===== config.mk =====
export PLATFORM = sky130hd
export DESIGN_NAME = adc_moving_average_core
export DESIGN_NICKNAME = d
export VERILOG_FILES = /design/src/design/ama_pkg.sv /design/src/design/ama_store.sv /design/src/design/ama_div.sv /design/src/design/adc_moving_average_core.sv
export SDC_FILE = /design/constraint.sdc
export NUM_CORES = 2
export LEC_CHECK = 0
export BUFFER_PORTS_ARGS = -buffer_cell sky130_fd_sc_hd__buf_2
export CAP_MARGIN = 20
export CORE_UTILIZATION = 28
export DETAILED_ROUTE_END_ITERATION = 7
export PLACE_DENSITY = 0.49
export SLEW_MARGIN = 40
export SYNTH_ARGS = -nofsm -noshare
export SYNTH_HDL_FRONTEND = slang
export SYNTH_SLANG_ARGS = --single-unit

===== constraint.sdc =====
create_clock -name clk -period 6.87 [get_ports clk]
set_clock_uncertainty 0.1 [all_clocks]
set_input_delay 0.3435 -clock clk [delete_from_list [all_inputs] [get_ports clk]]
set_output_delay 0.3435 -clock clk [all_outputs]
set_load 0.02 [all_outputs]

===== src/design/ama_pkg.sv =====
`timescale 1ns / 1ps

package ama_pkg;

  localparam int ADC_W  = 12;
  localparam int AVG_W  = 20;
  localparam int CFG_W  = 8;
  localparam int FRAC_W = 8;

  localparam logic [CFG_W-1:0] WINDOW_RESET = 8'd100;

  typedef enum logic [2:0] {
    ST_CLEAR,
    ST_IDLE,
    ST_READ,
    ST_DIVIDE,
    ST_HOLD
  } ama_state_t;

  typedef struct packed {
    logic start;
    logic abort;
  } div_ctrl_t;

  typedef struct packed {
    logic busy;
    logic done;
  } div_stat_t;

endpackage


===== src/design/ama_store.sv =====
`timescale 1ns / 1ps

module ama_store import ama_pkg::*; #(
  parameter int DEPTH = 128,
  parameter int IDX_W = 7
) (
  input  logic             clk,
  input  logic             wr_en,
  input  logic [IDX_W-1:0] wr_addr,
  input  logic [ADC_W-1:0] wr_data,
  input  logic             rd_en,
  input  logic [IDX_W-1:0] rd_addr,
  output logic [ADC_W-1:0] rd_data
);

  logic [ADC_W-1:0] mem [DEPTH];
  logic [ADC_W-1:0] rd_data_r;

  always_ff @(posedge clk) begin
    if (wr_en) begin
      mem[wr_addr] <= wr_data;
    end
  end

  always_ff @(posedge clk) begin
    if (rd_en) begin
      rd_data_r <= mem[rd_addr];
    end
  end

  assign rd_data = rd_data_r;

endmodule


===== src/design/ama_div.sv =====
`timescale 1ns / 1ps

module ama_div import ama_pkg::*; #(
  parameter int DW = 27
) (
  input  logic             clk,
  input  logic             rst_n,
  input  div_ctrl_t        ctrl,
  input  logic [DW-1:0]    dividend,
  input  logic [CFG_W-1:0] divisor,
  output div_stat_t        stat,
  output logic [DW-1:0]    quotient
);

  localparam int CNT_W = (DW > 1) ? $clog2(DW) : 1;

  logic             busy_r;
  logic             done_r;
  logic [CNT_W-1:0] cnt_r;
  logic [DW-1:0]    quo_r;
  logic [CFG_W-1:0] rem_r;
  logic [CFG_W-1:0] divisor_r;

  logic [CFG_W:0]   rem_sh;
  logic [CFG_W+1:0] diff;
  logic             qbit;
  logic [CFG_W-1:0] rem_nxt;

  always_comb begin
    rem_sh  = {rem_r, quo_r[DW-1]};
    diff    = {1'b0, rem_sh} - {2'b00, divisor_r};
    qbit    = ~diff[CFG_W+1];
    rem_nxt = qbit ? diff[CFG_W-1:0] : rem_sh[CFG_W-1:0];
  end

  always_ff @(posedge clk) begin
    if (!rst_n || ctrl.abort) begin
      busy_r <= 1'b0;
      done_r <= 1'b0;
      cnt_r  <= '0;
    end else if (ctrl.start) begin
      busy_r <= 1'b1;
      done_r <= 1'b0;
      cnt_r  <= '0;
    end else if (busy_r) begin
      cnt_r <= cnt_r + 1'b1;
      if (cnt_r == CNT_W'(DW - 1)) begin
        busy_r <= 1'b0;
        done_r <= 1'b1;
      end
    end else begin
      done_r <= 1'b0;
    end
  end

  always_ff @(posedge clk) begin
    if (ctrl.start) begin
      quo_r     <= dividend;
      rem_r     <= '0;
      divisor_r <= divisor;
    end else if (busy_r) begin
      quo_r <= {quo_r[DW-2:0], qbit};
      rem_r <= rem_nxt;
    end
  end

  assign stat.busy = busy_r;
  assign stat.done = done_r;
  assign quotient  = quo_r;

endmodule


===== src/design/adc_moving_average_core.sv =====
`timescale 1ns / 1ps
// Channel | Ports                                          | Direction
// in      | in_valid, in_stall, in_sample                  | sample item in
// out     | out_valid, out_stall, out_raw_sample, out_average | result item out
// cfg     | cfg_valid, cfg_ready, cfg_window_length        | window length write
//
// One item at a time: accept, a store read, a restoring divider of
// 12 + log2(MAX_WINDOW) + 8 steps (27 at the default), its done flag and a
// load of the output register, which waits while a stalled result holds it;
// the next item is taken only after that load.
// After reset and after every window length write the store is cleared in a
// pass over all MAX_WINDOW addresses during which no item is accepted.
// A stalled result waits in the output register while the next item is taken.

module adc_moving_average_core import ama_pkg::*; #(
  parameter int MAX_WINDOW = 128
) (
  input  logic             clk,
  input  logic             rst_n,
  input  logic             in_valid,
  output logic             in_stall,
  input  logic [ADC_W-1:0] in_sample,
  output logic             out_valid,
  input  logic             out_stall,
  output logic [ADC_W-1:0] out_raw_sample,
  output logic [AVG_W-1:0] out_average,
  input  logic             cfg_valid,
  output logic             cfg_ready,
  input  logic [CFG_W-1:0] cfg_window_length
);

  localparam int IDX_W = $clog2(MAX_WINDOW);
  localparam int SUM_W = ADC_W + IDX_W;
  localparam int DW    = SUM_W + FRAC_W;
  localparam int CMP_W = (IDX_W + 1 > CFG_W) ? IDX_W + 1 : CFG_W;

  ama_state_t       state_r, state_nxt;
  logic [IDX_W-1:0] clr_idx_r;
  logic [CFG_W-1:0] window_len_r;
  logic [IDX_W-1:0] pos_r;
  logic [IDX_W-1:0] wr_addr_r;
  logic [SUM_W-1:0] sum_r;
  logic [ADC_W-1:0] sample_r;
  logic             out_valid_r;
  logic [ADC_W-1:0] out_raw_sample_r;
  logic [AVG_W-1:0] out_average_r;

  logic             cfg_wr;
  logic             in_accept;
  logic             out_free;
  logic [CFG_W-1:0] len;
  logic [IDX_W-1:0] rd_idx;
  logic [CMP_W-1:0] pos_inc;
  logic [IDX_W-1:0] pos_nxt;
  logic [SUM_W-1:0] sum_nxt;

  logic             mem_wr_en;
  logic [IDX_W-1:0] mem_wr_addr;
  logic [ADC_W-1:0] mem_wr_data;
  logic [ADC_W-1:0] mem_rd_data;

  logic             clearing;
  logic             updating;
  logic             loading;
  div_ctrl_t        div_ctrl;
  div_stat_t        div_stat;
  logic [DW-1:0]    div_quotient;

  assign cfg_ready = 1'b1;
  assign cfg_wr    = cfg_valid;
  assign in_accept = in_valid && !in_stall;
  assign out_free  = !out_valid_r || !out_stall;

  always_comb begin
    if (window_len_r == '0) begin
      len = CFG_W'(1);
    end else if (32'(window_len_r) > MAX_WINDOW) begin
      len = CFG_W'(MAX_WINDOW);
    end else begin
      len = window_len_r;
    end
  end

  always_comb begin
    rd_idx  = (CMP_W'(pos_r) >= CMP_W'(len)) ? '0 : pos_r;
    pos_inc = CMP_W'(wr_addr_r) + CMP_W'(1);
    pos_nxt = (pos_inc >= CMP_W'(len)) ? '0 : pos_inc[IDX_W-1:0];
    sum_nxt = sum_r - SUM_W'(mem_rd_data) + SUM_W'(sample_r);
  end

  always_comb begin
    state_nxt = state_r;
    unique case (state_r)
      ST_CLEAR: begin
        if (clr_idx_r == IDX_W'(MAX_WINDOW - 1)) begin
          state_nxt = ST_IDLE;
        end
      end
      ST_IDLE: begin
        if (in_valid) begin
          state_nxt = ST_READ;
        end
      end
      ST_READ: begin
        state_nxt = ST_DIVIDE;
      end
      ST_DIVIDE: begin
        if (div_stat.done) begin
          state_nxt = ST_HOLD;
        end
      end
      ST_HOLD: begin
        if (out_free) begin
          state_nxt = ST_IDLE;
        end
      end
      default: begin
        state_nxt = ST_CLEAR;
      end
    endcase
    if (cfg_wr) begin
      state_nxt = ST_CLEAR;
    end
  end

  always_comb begin
    clearing = 1'b0;
    updating = 1'b0;
    loading  = 1'b0;
    in_stall = 1'b1;
    unique case (state_r)
      ST_CLEAR:  clearing = 1'b1;
      ST_IDLE:   in_stall = 1'b0;
      ST_READ:   updating = 1'b1;
      ST_DIVIDE: ;
      ST_HOLD:   loading = out_free;
      default:   ;
    endcase
  end

  assign div_ctrl.start = updating;
  assign div_ctrl.abort = cfg_wr;

  always_comb begin
    mem_wr_en   = clearing || updating;
    mem_wr_addr = clearing ? clr_idx_r : wr_addr_r;
    mem_wr_data = clearing ? '0 : sample_r;
  end

  always_ff @(posedge clk) begin
    if (!rst_n) begin
      state_r      <= ST_CLEAR;
      clr_idx_r    <= '0;
      window_len_r <= WINDOW_RESET;
      pos_r        <= '0;
      sum_r        <= '0;
      out_valid_r  <= 1'b0;
    end else begin
      state_r <= state_nxt;
      if (cfg_wr) begin
        window_len_r <= cfg_window_length;
        clr_idx_r    <= '0;
        pos_r        <= '0;
        sum_r        <= '0;
      end else if (clearing) begin
        clr_idx_r <= clr_idx_r + 1'b1;
      end else if (updating) begin
        pos_r <= pos_nxt;
        sum_r <= sum_nxt;
      end
      if (loading) begin
        out_valid_r <= 1'b1;
      end else if (!out_stall) begin
        out_valid_r <= 1'b0;
      end
    end
  end

  always_ff @(posedge clk) begin
    if (in_accept) begin
      sample_r  <= in_sample;
      wr_addr_r <= rd_idx;
    end
    if (loading) begin
      out_raw_sample_r <= sample_r;
      out_average_r    <= div_quotient[AVG_W-1:0];
    end
  end

  ama_store #(
    .DEPTH (MAX_WINDOW),
    .IDX_W (IDX_W)
  ) u_store (
    .clk     (clk),
    .wr_en   (mem_wr_en),
    .wr_addr (mem_wr_addr),
    .wr_data (mem_wr_data),
    .rd_en   (in_accept),
    .rd_addr (rd_idx),
    .rd_data (mem_rd_data)
  );

  ama_div #(
    .DW (DW)
  ) u_div (
    .clk      (clk),
    .rst_n    (rst_n),
    .ctrl     (div_ctrl),
    .dividend ({sum_nxt, {FRAC_W{1'b0}}}),
    .divisor  (len),
    .stat     (div_stat),
    .quotient (div_quotient)
  );

  assign out_valid      = out_valid_r;
  assign out_raw_sample = out_raw_sample_r;
  assign out_average    = out_average_r;

`ifndef SYNTH
  a_pos_in_window: assert property (@(posedge clk) disable iff (!rst_n)
    state_r == ST_IDLE |-> CMP_W'(pos_r) < CMP_W'(len))
    else $error("Write position is outside the window while idle.");

  a_done_in_divide: assert property (@(posedge clk) disable iff (!rst_n)
    div_stat.done |-> state_r == ST_DIVIDE)
    else $error("Divider finished outside the divide state.");

  a_load_sets_valid: assert property (@(posedge clk) disable iff (!rst_n)
    (state_r == ST_HOLD && out_free) |=> out_valid_r)
    else $error("Result was not loaded into the output register.");

  a_accept_reads: assert property (@(posedge clk) disable iff (!rst_n)
    (in_accept && !cfg_wr) |=> (state_r == ST_READ && !div_stat.busy))
    else $error("Accepted item did not move on to the store read.");
`endif

endmodule


==> impl_results.md <==
* Status: complete, but fails checks
* Failing checks: DRC
* Post-Layout Cell Count at 8447
* Hold crit path type: input port to flip-flop
* Post-Syn Instances at 4867
* Fin crit share at 81.2%
* Crit path max fanout at 59
* Worst-Skew Late Latency at 0.83 ns
* CTS Sinks at 1694
* Worst slew pin tran at 0.945 ns
* Final setup fails at 0
* Crit path arrival time at 6.05 ns
* Post-DP HPWL at 127 mm
* Multi-input logic area at 18000 µm²
* Post-DRT Antenna Nets at 0
* Netlist cell types at 71
* H-tree depth at 4
* Vias in the first global route at 40900
* DR pass1 iterations at 8
* Yosys warning total at 0
* RSZ-0062 raised after global routing: no
* Initial antenna violation count at 6
* Ys async rst share at 0%
* Slew Viols, Final at 0
* First-pass GRT wire length at 302 mm
* DIE WIDTH at 500 µm
* Tmin final at 5.58 ns
* Setup CP Type: flip-flop to flip-flop
* Cell Rows at 182
* Synthesis-stage register bit count at 1694
* Max-cap check violation count at 0
* Primary FF master, synth: edfxtp_1
* Final WL at 209 mm
* Routed via count at 42300
* Nets at 5071
* Clk slew on worst S/H paths at 0.06 ns
* Post_cts resized at 0
* Ratio of cells with drive above 1 in the final layout at 14.1%
* Die height at 500 µm
* Lkg Pwr at 25.9 nW
* Max Clock Freq at 179 MHz
* Worst setup EP type: flip-flop
* Post-Syn Area at 69500 µm²
* DR DRC count at 1
* Starting density of the core at 28.2%
* Post-Place Cells at 8077
* Syn nets at 4951
* Filler cells at 24200
* Largest net degree at the start of global routing at 130
* IO Port Bufs at 58
* Root buffer cell: clkbuf_16
* Sequential fraction of the synthesis area at 72.2%
* Clk buf depth at 3
* Crit path launch type: flip-flop
* CP Data Required Time at 7.34 ns
* Number of synthesized flops with an enable pin at 1626
* Max-Slew Margin vs Limit at 36.5%
* Peak supply drop at 0.000215 V
* GRT overflow at 0
* DRT iter0 DRCs at 4323
* Final Hold Vio Count at 0
* Overall Global Routing Usage at 16.4%
* Dpl cell area at 74400 µm²
* Design area at 80800 µm²
* Fin Setup TNS at 0 ns
* Core area at 246000 µm²
* FF/Latch Area at 50200 µm²
* CTS buffer count at 180
* Die footprint at 250000 µm²
* Via density at 5.01
* CTS tree: done
* WL per Instance at 24.7 µm
* PwrDens at 271 nW/µm²
* GP Congestion at 0.878
* IO Pins at 60
* Syn Area/Cell at 14.3 µm²
* Synth-to-Final Area Change at 16.3%
==> metrics by stage <==
step	total power, mW	util (%)	setup slack (ns)	hold WS (ns)
2_1_floorplan	12.0	-	1.74	0.326
3_3_place_gp	12.3	30.0	1.26	0.341
3_5_place_dp	12.3	30.2	1.36	0.344
4_1_cts	22.1	32.8	1.33	0.0647
5_1_grt	22.5	32.8	1.04	0.105
6_report	21.9	32.8	1.29	0.130
==> worst max-delay path, stage by stage (launching register included) <==
cell	delay [ns]
dfxtp_1	0.33
nor4_1	0.27
a21oi_1	0.11
nor2_1	0.26
ha_1	0.29
nor2b_1	0.17
o21a_1	0.40
o211ai_4	0.20
inv_8	0.31
buf_16	0.32
buf_12	0.28
and2_1	0.52
o21ai_0	0.14
and3_1	0.17
nor3_1	0.75
o32a_1	0.46
nor3_1	0.09
==> routing by layer <==
metal  vias to the layer above  share of wire [%]  GRT usage [%]
met5                         -                  0              0
li1                      18900                  -              -
met3                       286                5.8           1.98
met1                     21700                 46           23.7
met4                         0                2.5           4.49
met2                      1448                 46           25.6
==> kinds of logic after synthesis <==
| group | after synthesis | synth area share, % |
|---|---|---|
| flops | 1694 | 72.2 |
| simple gates | 1216 | 7.57 |
| compound gates | 1066 | 10.3 |
| buf+inv | 416 | 2.56 |
| mux | 382 | 5.69 |
| fa+ha+maj | 59 | 1.20 |
| xor+xnor | 33 | 0.416 |
| other cells | 1 | 0.00540 |
==> placed cells by master (no fill, tap or decap), types with 19 or more instances in the layout <==
cell and n:
nor2_1 255, o21ai_0 98, ha_1 46, o221ai_1 28
o2111ai_1 34, clkinv_1 38, nor2b_1 46, mux2i_1 277
a31oi_1 40, nand2b_1 19, clkinv_2 25, bufinv_16 19
inv_1 88, a21oi_1 355, edfxtp_1 1626, and3_1 49
buf_4 135, nand3_1 66, a32o_1 48, a22oi_1 25
xnor2_1 19, mux2_2 105, a22o_1 32, nor2_2 81
buf_2 58, clkbuf_1 44, dlygate4sd3_1 39, o211ai_1 51
dfxtp_1 65, nor3_1 78, a211oi_1 115, nand2_1 525
clkbuf_16 181, o22ai_1 69
==> cell type report <==
class / instances / share of cell area [%]
Clock inverter: 103 / 1.50
Multi-Input combinational cell: 2757 / 22.3
Clock buffer: 225 / 5.81
Timing Repair Buffer: 259 / 2.68
Tap cell: 3312 / 5.13
Sequential cell: 1694 / 62.1
Antenna cell: 2 / 0.00620
Inverter: 95 / 0.466
==> power by group <==
group	leakage (nW)	internal (mW)	switching, mW
Sequential	15.6	11.3	0.0448
Clock	2.85	5.60	4.17
Combinational	7.51	0.214	0.515
Total	25.9	17.2	4.73
==> state kept, by name, indices dropped and copies added, names as in the netlist, 3 cells and up <==
| signal | flops |
|---|---|
| clr_idx_r | 7 |
| out_average | 20 |
| out_raw_sample | 12 |
| pos_r | 7 |
| sample_r | 12 |
| state_r | 3 |
| sum_r | 19 |
| u_div.cnt_r | 5 |
| u_div.divisor_r | 8 |
| u_div.quotient | 27 |
| u_div.rem_r | 8 |
| u_store.mem | 1536 |
| u_store.rd_data | 12 |
| window_len_r | 8 |
| wr_addr_r | 7 |
==> cells in the mapped netlist, drive strengths merged, types with 13 or more instances <==
library cell,n,area (µm²)
nand2,528,1990
mux2i,277,2770
a22oi,25,188
a2111oi,14,129
a211oi,116,876
or3,19,119
a32o,48,480
o22ai,69,432
o211ai,53,417
dfxtp,68,1360
nor2,352,1320
a21oi,358,1790
a22o,32,280
a21boi,14,105
nor2b,46,288
a31oi,40,250
o31ai,21,158
clkbuf,161,604
o221ai,28,245
xor2,14,123
inv,94,353
o2111ai,34,298
o21a,15,113
nand2b,19,119
or2,16,100
and3,49,307
mux2,105,1180
buf,160,816
nor3,79,395
nand3,70,350
ha,46,576
o21ai,100,500
fa,13,260
xnor2,19,166
edfxtp,1626,48800
o41ai,13,114
==> path summary, 6_finish.rpt <==
kind                                start                      endpoint  slack (ns)  depth (start not counted)
max          window_len_r[1]$_SDFFE_PN0P_  u_store.rd_data[3]$_DFFE_PP_        1.29                         16
min                          in_sample[0]         sample_r[0]$_DFFE_PP_        0.13                          2
max reg2reg  window_len_r[1]$_SDFFE_PN0P_  u_store.rd_data[3]$_DFFE_PP_        1.29                         16
min reg2reg  u_div.quotient[14]$_DFFE_PP_     out_average[14]$_DFFE_PP_        0.35                          0
==> what timing repair did <==
action / in CTS / in global routing
hold endpoints to repair: 50 / 0
setup buffers: 0 / 0
hold buffers: 39 / 0
Note: power is estimated with default switching activity, not from simulation.
